--- config.mk ---
export PLATFORM = sky130hd
export DESIGN_NAME = uart_rx_tx_ring_buffers_top
export DESIGN_NICKNAME = d
export VERILOG_FILES = /design/src/hdl/uart_rb_pkg.sv /design/src/hdl/uart_rb_ram.sv /design/src/hdl/uart_rb_ring.sv /design/src/hdl/uart_rx_tx_ring_buffers_top.sv
export SDC_FILE = /design/constraint.sdc
export NUM_CORES = 1
export LEC_CHECK = 0
export BUFFER_PORTS_ARGS = -buffer_cell sky130_fd_sc_hd__buf_2
export CAP_MARGIN = 20
export CORE_ASPECT_RATIO = 0.75
export CORE_MARGIN = 1.5
export CORE_UTILIZATION = 49
export DETAILED_ROUTE_END_ITERATION = 8
export GPL_TIMING_DRIVEN = 0
export MAX_ROUTING_LAYER = met4
export PLACE_DENSITY = 0.76
export SYNTH_ARGS = -nofsm -noshare
export SYNTH_HDL_FRONTEND = slang
export SYNTH_SLANG_ARGS = --single-unit
export TNS_END_PERCENT = 100
--- constraint.sdc ---
create_clock -name i_clk -period 3.2 [get_ports i_clk]
set_clock_uncertainty 0.05 [all_clocks]
set_input_delay 0.8 -clock i_clk [delete_from_list [all_inputs] [get_ports i_clk]]
set_output_delay 0.8 -clock i_clk [all_outputs]
set_load 0.02 [all_outputs]
--- src/hdl/uart_rb_pkg.sv ---
`timescale 1ns / 1ps

package uart_rb_pkg;

    // Operation codes
    localparam logic [1:0] OP_READ  = 2'd0;
    localparam logic [1:0] OP_WRITE = 2'd1;
    localparam logic [1:0] OP_RX    = 2'd2;
    localparam logic [1:0] OP_TXRDY = 2'd3;

    // Host write outcomes
    localparam logic [1:0] WR_DIRECT  = 2'd0;
    localparam logic [1:0] WR_QUEUED  = 2'd1;
    localparam logic [1:0] WR_DROPPED = 2'd2;
    localparam logic [1:0] WR_NONE    = 2'd3;

    // Ring occupancy as seen by the control logic
    typedef struct packed {
        logic empty;
        logic full;
    } t_ring_stat;

    // Ring request from the control logic
    typedef struct packed {
        logic push;
        logic pop;
    } t_ring_req;

endpackage

--- src/hdl/uart_rb_ram.sv ---
`timescale 1ns / 1ps

module uart_rb_ram #(
    parameter int WIDTH = 8,
    parameter int DEPTH = 16
) (
    input  logic                     i_clk,
    input  logic                     i_we,
    input  logic [$clog2(DEPTH)-1:0] i_waddr,
    input  logic [WIDTH-1:0]         i_wdata,
    input  logic                     i_re,
    input  logic [$clog2(DEPTH)-1:0] i_raddr,
    output logic [WIDTH-1:0]         o_rdata
);

    logic [WIDTH-1:0] r_mem [DEPTH];
    logic [WIDTH-1:0] r_rdata;

    always_ff @(posedge i_clk) begin
        if (i_we) begin
            r_mem[i_waddr] <= i_wdata;
        end
        if (i_re) begin
            r_rdata <= r_mem[i_raddr];
        end
    end

    assign o_rdata = r_rdata;

endmodule

--- src/hdl/uart_rb_ring.sv ---
`timescale 1ns / 1ps

module uart_rb_ring #(
    parameter int DEPTH = 16
) (
    input  logic                   i_clk,
    input  logic                   i_rst_n,
    input  uart_rb_pkg::t_ring_req i_req,
    input  logic [7:0]             i_wdata,
    output uart_rb_pkg::t_ring_stat o_stat,
    output logic [7:0]             o_rdata
);

    import uart_rb_pkg::*;

    localparam int AW = $clog2(DEPTH);
    localparam logic [AW-1:0] LAST = AW'(DEPTH - 1);

    logic [AW-1:0] r_head;
    logic [AW-1:0] r_tail;
    logic [AW-1:0] n_head;
    logic [AW-1:0] n_tail;
    logic [AW-1:0] head_inc;
    logic [AW-1:0] tail_inc;

    assign head_inc = (r_head == LAST) ? '0 : r_head + AW'(1);
    assign tail_inc = (r_tail == LAST) ? '0 : r_tail + AW'(1);

    // One slot stays unused so full and empty differ
    assign o_stat.empty = (r_head == r_tail);
    assign o_stat.full  = (tail_inc == r_head);

    assign n_head = i_req.pop  ? head_inc : r_head;
    assign n_tail = i_req.push ? tail_inc : r_tail;

    always_ff @(posedge i_clk) begin
        if (!i_rst_n) begin
            r_head <= '0;
            r_tail <= '0;
        end else begin
            r_head <= n_head;
            r_tail <= n_tail;
        end
    end

    uart_rb_ram #(
        .WIDTH (8),
        .DEPTH (DEPTH)
    ) u_ram (
        .i_clk   (i_clk),
        .i_we    (i_req.push),
        .i_waddr (r_tail),
        .i_wdata (i_wdata),
        .i_re    (i_req.pop),
        .i_raddr (r_head),
        .o_rdata (o_rdata)
    );

endmodule

--- src/hdl/uart_rx_tx_ring_buffers_top.sv ---
`timescale 1ns / 1ps
// Serial port buffering: a receive ring and a transmit ring of DEPTH byte slots,
// each holding at most DEPTH-1 bytes.
// Command channel: an operation is taken on a rising edge with start high and
// busy low. busy stays low, so one operation may be issued every cycle.
// i_op selects host read, host write, byte received from the line, or
// transmitter-ready event; i_in_data and i_tx_ready go with it.
// Result channel: every operation yields exactly one result, shown for a single
// cycle with o_done high. The accepting edge updates the ring pointers, issues the
// slot read and loads the decision into stage one; the stage-two result register
// then registers the result once the ring memory has returned its byte.
// Throughput is one operation per cycle, set by the single write port and
// single registered read port of each ring memory.
// The receiver cannot stall; results are never held back.
// Reset (synchronous, active low) empties both rings and clears o_done. Slot
// contents are not cleared and need no clearing pass.
// A write to a full ring drops the byte and reports it: write_result for the
// transmit ring, o_rx_lost for the receive ring.

module uart_rx_tx_ring_buffers_top #(
    parameter int DEPTH = 16
) (
    input  logic       i_clk,
    input  logic       i_rst_n,
    input  logic       start,
    output logic       busy,
    input  logic [1:0] i_op,
    input  logic [7:0] i_in_data,
    input  logic       i_tx_ready,
    output logic       o_done,
    output logic       o_read_valid,
    output logic [7:0] o_read_data,
    output logic       o_send_valid,
    output logic [7:0] o_send_data,
    output logic [1:0] o_write_result,
    output logic       o_rx_lost
);

    import uart_rb_pkg::*;

    logic       acc;
    t_ring_stat rx_stat;
    t_ring_stat tx_stat;
    t_ring_req  rx_req;
    t_ring_req  tx_req;
    logic [7:0] rx_rdata;
    logic [7:0] tx_rdata;

    logic       n_read_hit;
    logic       n_send_q;
    logic       n_send_dir;
    logic [1:0] n_wr_res;
    logic       n_lost;

    logic       r_v1;
    logic       r_read_hit;
    logic       r_send_q;
    logic       r_send_dir;
    logic [1:0] r_wr_res;
    logic       r_lost;
    logic [7:0] r_data;

    logic       r_done;
    logic       r_read_valid;
    logic [7:0] r_read_data;
    logic       r_send_valid;
    logic [7:0] r_send_data;
    logic [1:0] r_write_result;
    logic       r_rx_lost;

    assign busy = 1'b0;
    assign acc  = start && !busy;

    // Decide the operation against the current ring state
    always_comb begin
        n_read_hit = 1'b0;
        n_send_q   = 1'b0;
        n_send_dir = 1'b0;
        n_wr_res   = WR_NONE;
        n_lost     = 1'b0;
        rx_req     = '0;
        tx_req     = '0;
        unique case (i_op)
            OP_READ: begin
                n_read_hit = !rx_stat.empty;
            end
            OP_WRITE: begin
                if (tx_stat.empty && i_tx_ready) begin
                    n_send_dir = 1'b1;
                    n_wr_res   = WR_DIRECT;
                end else if (!tx_stat.full) begin
                    tx_req.push = acc;
                    n_wr_res    = WR_QUEUED;
                end else begin
                    n_wr_res = WR_DROPPED;
                end
            end
            OP_RX: begin
                rx_req.push = acc && !rx_stat.full;
                n_lost      = rx_stat.full;
            end
            OP_TXRDY: begin
                n_send_q = i_tx_ready && !tx_stat.empty;
            end
            default: begin
                n_wr_res = WR_NONE;
            end
        endcase
        rx_req.pop = acc && n_read_hit;
        tx_req.pop = acc && n_send_q;
    end

    uart_rb_ring #(
        .DEPTH (DEPTH)
    ) u_rx_ring (
        .i_clk   (i_clk),
        .i_rst_n (i_rst_n),
        .i_req   (rx_req),
        .i_wdata (i_in_data),
        .o_stat  (rx_stat),
        .o_rdata (rx_rdata)
    );

    uart_rb_ring #(
        .DEPTH (DEPTH)
    ) u_tx_ring (
        .i_clk   (i_clk),
        .i_rst_n (i_rst_n),
        .i_req   (tx_req),
        .i_wdata (i_in_data),
        .o_stat  (tx_stat),
        .o_rdata (tx_rdata)
    );

    // Stage one: decision held while the slot read completes
    always_ff @(posedge i_clk) begin
        if (!i_rst_n) begin
            r_v1 <= 1'b0;
        end else begin
            r_v1 <= acc;
        end
        r_read_hit <= n_read_hit;
        r_send_q   <= n_send_q;
        r_send_dir <= n_send_dir;
        r_wr_res   <= n_wr_res;
        r_lost     <= n_lost;
        r_data     <= i_in_data;
    end

    // Stage two: result register
    always_ff @(posedge i_clk) begin
        if (!i_rst_n) begin
            r_done <= 1'b0;
        end else begin
            r_done <= r_v1;
        end
        r_read_valid   <= r_read_hit;
        r_read_data    <= r_read_hit ? rx_rdata : 8'd0;
        r_send_valid   <= r_send_q || r_send_dir;
        r_send_data    <= r_send_dir ? r_data : (r_send_q ? tx_rdata : 8'd0);
        r_write_result <= r_wr_res;
        r_rx_lost      <= r_lost;
    end

    assign o_done         = r_done;
    assign o_read_valid   = r_read_valid;
    assign o_read_data    = r_read_data;
    assign o_send_valid   = r_send_valid;
    assign o_send_data    = r_send_data;
    assign o_write_result = r_write_result;
    assign o_rx_lost      = r_rx_lost;

endmodule

==> qor.csv <==
metric,value,unit
outcome,"complete, no violations",
Pwr Total,8.49,mW
Post-synth EDFFs,272,
root buffer cell,clkbuf_16,
CP arrival,3170,ps
Fin. Hold Viols,0,
syn nets,702,
total number of vias,6409,
clock buffer depth,3,
CP peak stage delay,800,ps
CTS tree,yes,
Max IR drop VDD,0.516,mV
Port-buffer cells,34,
drt initial violations,527,
CP max FO,9,
PwrDens,589,nW/µm²
initial antenna violation count,3,
Setup Viol. Count Final,0,
Rel. slew slack,27.5,%
Async SR Flop Fraction,0,%
drt first pass iters,5,
Worst setup EP type,register,
clock-pin slew on the worst setup and hold paths,60,ps
Nets,781,
Clock Latency Late Sink,550,ps
I/O pin count,37,
# DRC,0,
Ys Warns,0,
Worst EP required,3410,ps
CTS buffer count,30,
register area share after synthesis,72.8,%
Mean Syn Cell Area,18.7,µm²
Initial Util,50.3,%
CP Buf/Inv Count,1,
clock sinks,325,
H-tree Lvls,1,
Die W,189,µm
Mapped Cells,677,
Final Cycle Share,92.7,%
Fin Setup TNS,0,ps
critical path type,reg -> reg,
Netlist Area Pre-Place,12700,µm²
DRT antenna net count,0,
CP Cell Sequence,ha_1 > a21oi_1 > o22a_2 > xor2_2 > o211ai_4 > nor3_1 > buf_4,
Leakage,4.74,nW
Worst Hold Class,reg -> reg,
Min Hold Slack,278,ps
crit path launch type,register,
largest net degree at the start of global routing,34,
post-synthesis register bit count,325,
vias in the first global route,6502,
Overall Global Routing Usage,20.0,%
f_max,337,MHz
"Primary FF master, synth",edfxtp_1,
hold-fix buffers at CTS,0,
drt wl/cell,22.6,µm
"Slowest-stage cell, CP",nor3_1,
share of post-route cells with drive strength above 1,25.8,%
WL final,25300,µm
via/cell ratio,5.72,
Site Rows,50,
hpwl dp,16700,µm
Die Ht,142,µm
synth unique cells,51,
area of the die,26900,µm²
max-cap viol count,0,
post-route minimum period,2970,ps
global route overflow,0,
Core Area,25200,µm²
Final Wtd Congestion,0.898,
fin. max-slew vios,0,
Top Family by Delay on Critical Path,simple AND/OR/NAND/NOR gates,
worst-margin pin slew,1080,ps
Synth-to-Final Area Change,13.8,%
RSZ-0062 raised after global routing,no,
first-pass GRT wire length,38600,µm
-- routing by layer --
metal / global-route usage (%) / vias up / share of wire, %
met5: - / - / 0
li1: - / 2843 / -
met2: 30.7 / 228 / 47
met1: 28.0 / 3304 / 45
met3: 4.12 / 34 / 7.2
met4: 4.09 / 0 / 1.5
-- final timing paths --
kind / startpoint / to / slack, ps / cells past startpoint
worst max register to register: u_tx_ring.r_tail[0]$_SDFFE_PN0P_ / u_tx_ring.u_ram.r_mem[15][5]$_DFFE_PP_ / 230 / 7
worst min register to register: r_wr_res[1]$_SDFF_PP1_ / o_write_result[1]$_DFF_P_ / 280 / 0
worst max-delay path: u_tx_ring.r_tail[0]$_SDFFE_PN0P_ / u_tx_ring.u_ram.r_mem[15][5]$_DFFE_PP_ / 230 / 7
worst min-delay path: r_wr_res[1]$_SDFF_PP1_ / o_write_result[1]$_DFF_P_ / 280 / 0
-- layout by cell type (no fill, tap or decap), types with 5 or more instances in the layout --
cell       instances
edfxtp_1         272
mux4_2            64
dfxtp_1           53
buf_2             49
clkbuf_16         31
nand2_1           28
mux2i_1           27
nor2b_1           24
clkbuf_1          21
a21oi_1           19
buf_4             16
a211oi_1          16
and3_1            16
and2_1            16
ha_1              11
xnor2_1           10
nor3_1             9
a22o_1             7
xor2_1             6
nand3_1            6
inv_1              5
buf_6              5
clkinv_1           5
clkinv_2           5
bufinv_16          5
-- synth_stat cells, types with 3 or more instances --
cell type / count / area (µm²)
nor4_1: 4 / 25.0
buf_4: 8 / 60.1
nand3_1: 6 / 30.0
a22o_1: 7 / 61.3
nand2_1: 28 / 105
a31oi_1: 3 / 18.8
a21oi_1: 19 / 95.1
nor2_1: 4 / 15.0
mux4_2: 64 / 1440
ha_1: 11 / 138
a211oi_1: 16 / 120
buf_6: 5 / 56.3
and3_1: 16 / 100
inv_1: 5 / 18.8
edfxtp_1: 272 / 8170
nor3_1: 10 / 50.1
and2_1: 16 / 100
xnor2_1: 10 / 87.6
buf_2: 10 / 50.1
clkbuf_1: 16 / 60.1
mux2i_1: 27 / 270
nor2b_1: 24 / 150
o21ai_0: 3 / 15.0
nand2b_1: 4 / 25.0
dfxtp_1: 53 / 1060
xor2_1: 6 / 52.6
-- where the power goes --
group / internal (mW) / leakage (nW) / switching (mW) / total, mW
sequential: 4.60 / 2.88 / 0.0112 / 4.62
clock: 2.18 / 0.497 / 1.50 / 3.68
combinational: 0.0599 / 1.37 / 0.141 / 0.201
total: 6.84 / 4.74 / 1.65 / 8.49
-- sequential cells by signal, summed over array words and instances (netlist names), 8 cells and up --
| signal | flops |
|---|---|
| u_rx_ring.u_ram.r_mem | 128 |
| u_tx_ring.u_ram.r_mem | 128 |
| o_read_data | 8 |
| o_send_data | 8 |
| r_data | 8 |
| u_rx_ring.u_ram.o_rdata | 8 |
| u_tx_ring.u_ram.o_rdata | 8 |
-- stage by stage --
| stage | cells | util, % | area [µm²] | worst slack (ps) |
|---|---|---|---|---|
| final | 1121 | 57.2 | 14400 | 233 |
| after global routing | 1121 | 57.2 | 14400 | 101 |
| after CTS | 1113 | 57.0 | 14400 | 49.9 |
| after detailed placement | 1057 | 53.0 | 13400 | -40.4 |
| after global placement | 1049 | 52.6 | 13300 | -191 |
| after floorplan | 677 | - | 12700 | 524 |
-- worst register-to-register path: cells and delay by family, from the launching register on --
family                   cells  cell delay [ps]
buffers and inverters        1              290
adder cells (fa/ha/maj)      1              280
flip-flops                   1              520
XOR/XNOR                     1              250
AND/OR/NAND/NOR              1              800
AO/OA/AOI/OAI                3              490
-- layout make-up --
class	instances	area, µm²
fillers	1839	10800
flip-flops and latches	325	9230
multi-input cells	307	3230
clock buffers	36	795
well taps	338	423
repair buffers	47	255
clock inverters	20	236
plain buffers	40	230
inverters	5	18.8
diodes	3	7.51
-- logic make-up (layout without fill, tap and decap cells) --
kind of cell	after synthesis	count (layout)	synth area share [%]
buffers and inverters	45	148	1.96
multiplexers	91	91	13.5
AO/OA/AOI/OAI	63	63	3.69
XOR/XNOR	18	18	1.36
AND/OR/NAND/NOR	123	123	5.58
adder cells (fa/ha/maj)	11	11	1.09
other	1	4	0.0296
flip-flops	325	325	72.8
-- what timing repair did --
| action | 4_1_cts | 5_1_grt |
|---|---|---|
| setup endpoints to repair | 0 | 5 |
| gates resized for setup | 0 | 1 |
| setup buffers | 0 | 0 |
(Power assumes the default switching activity.)
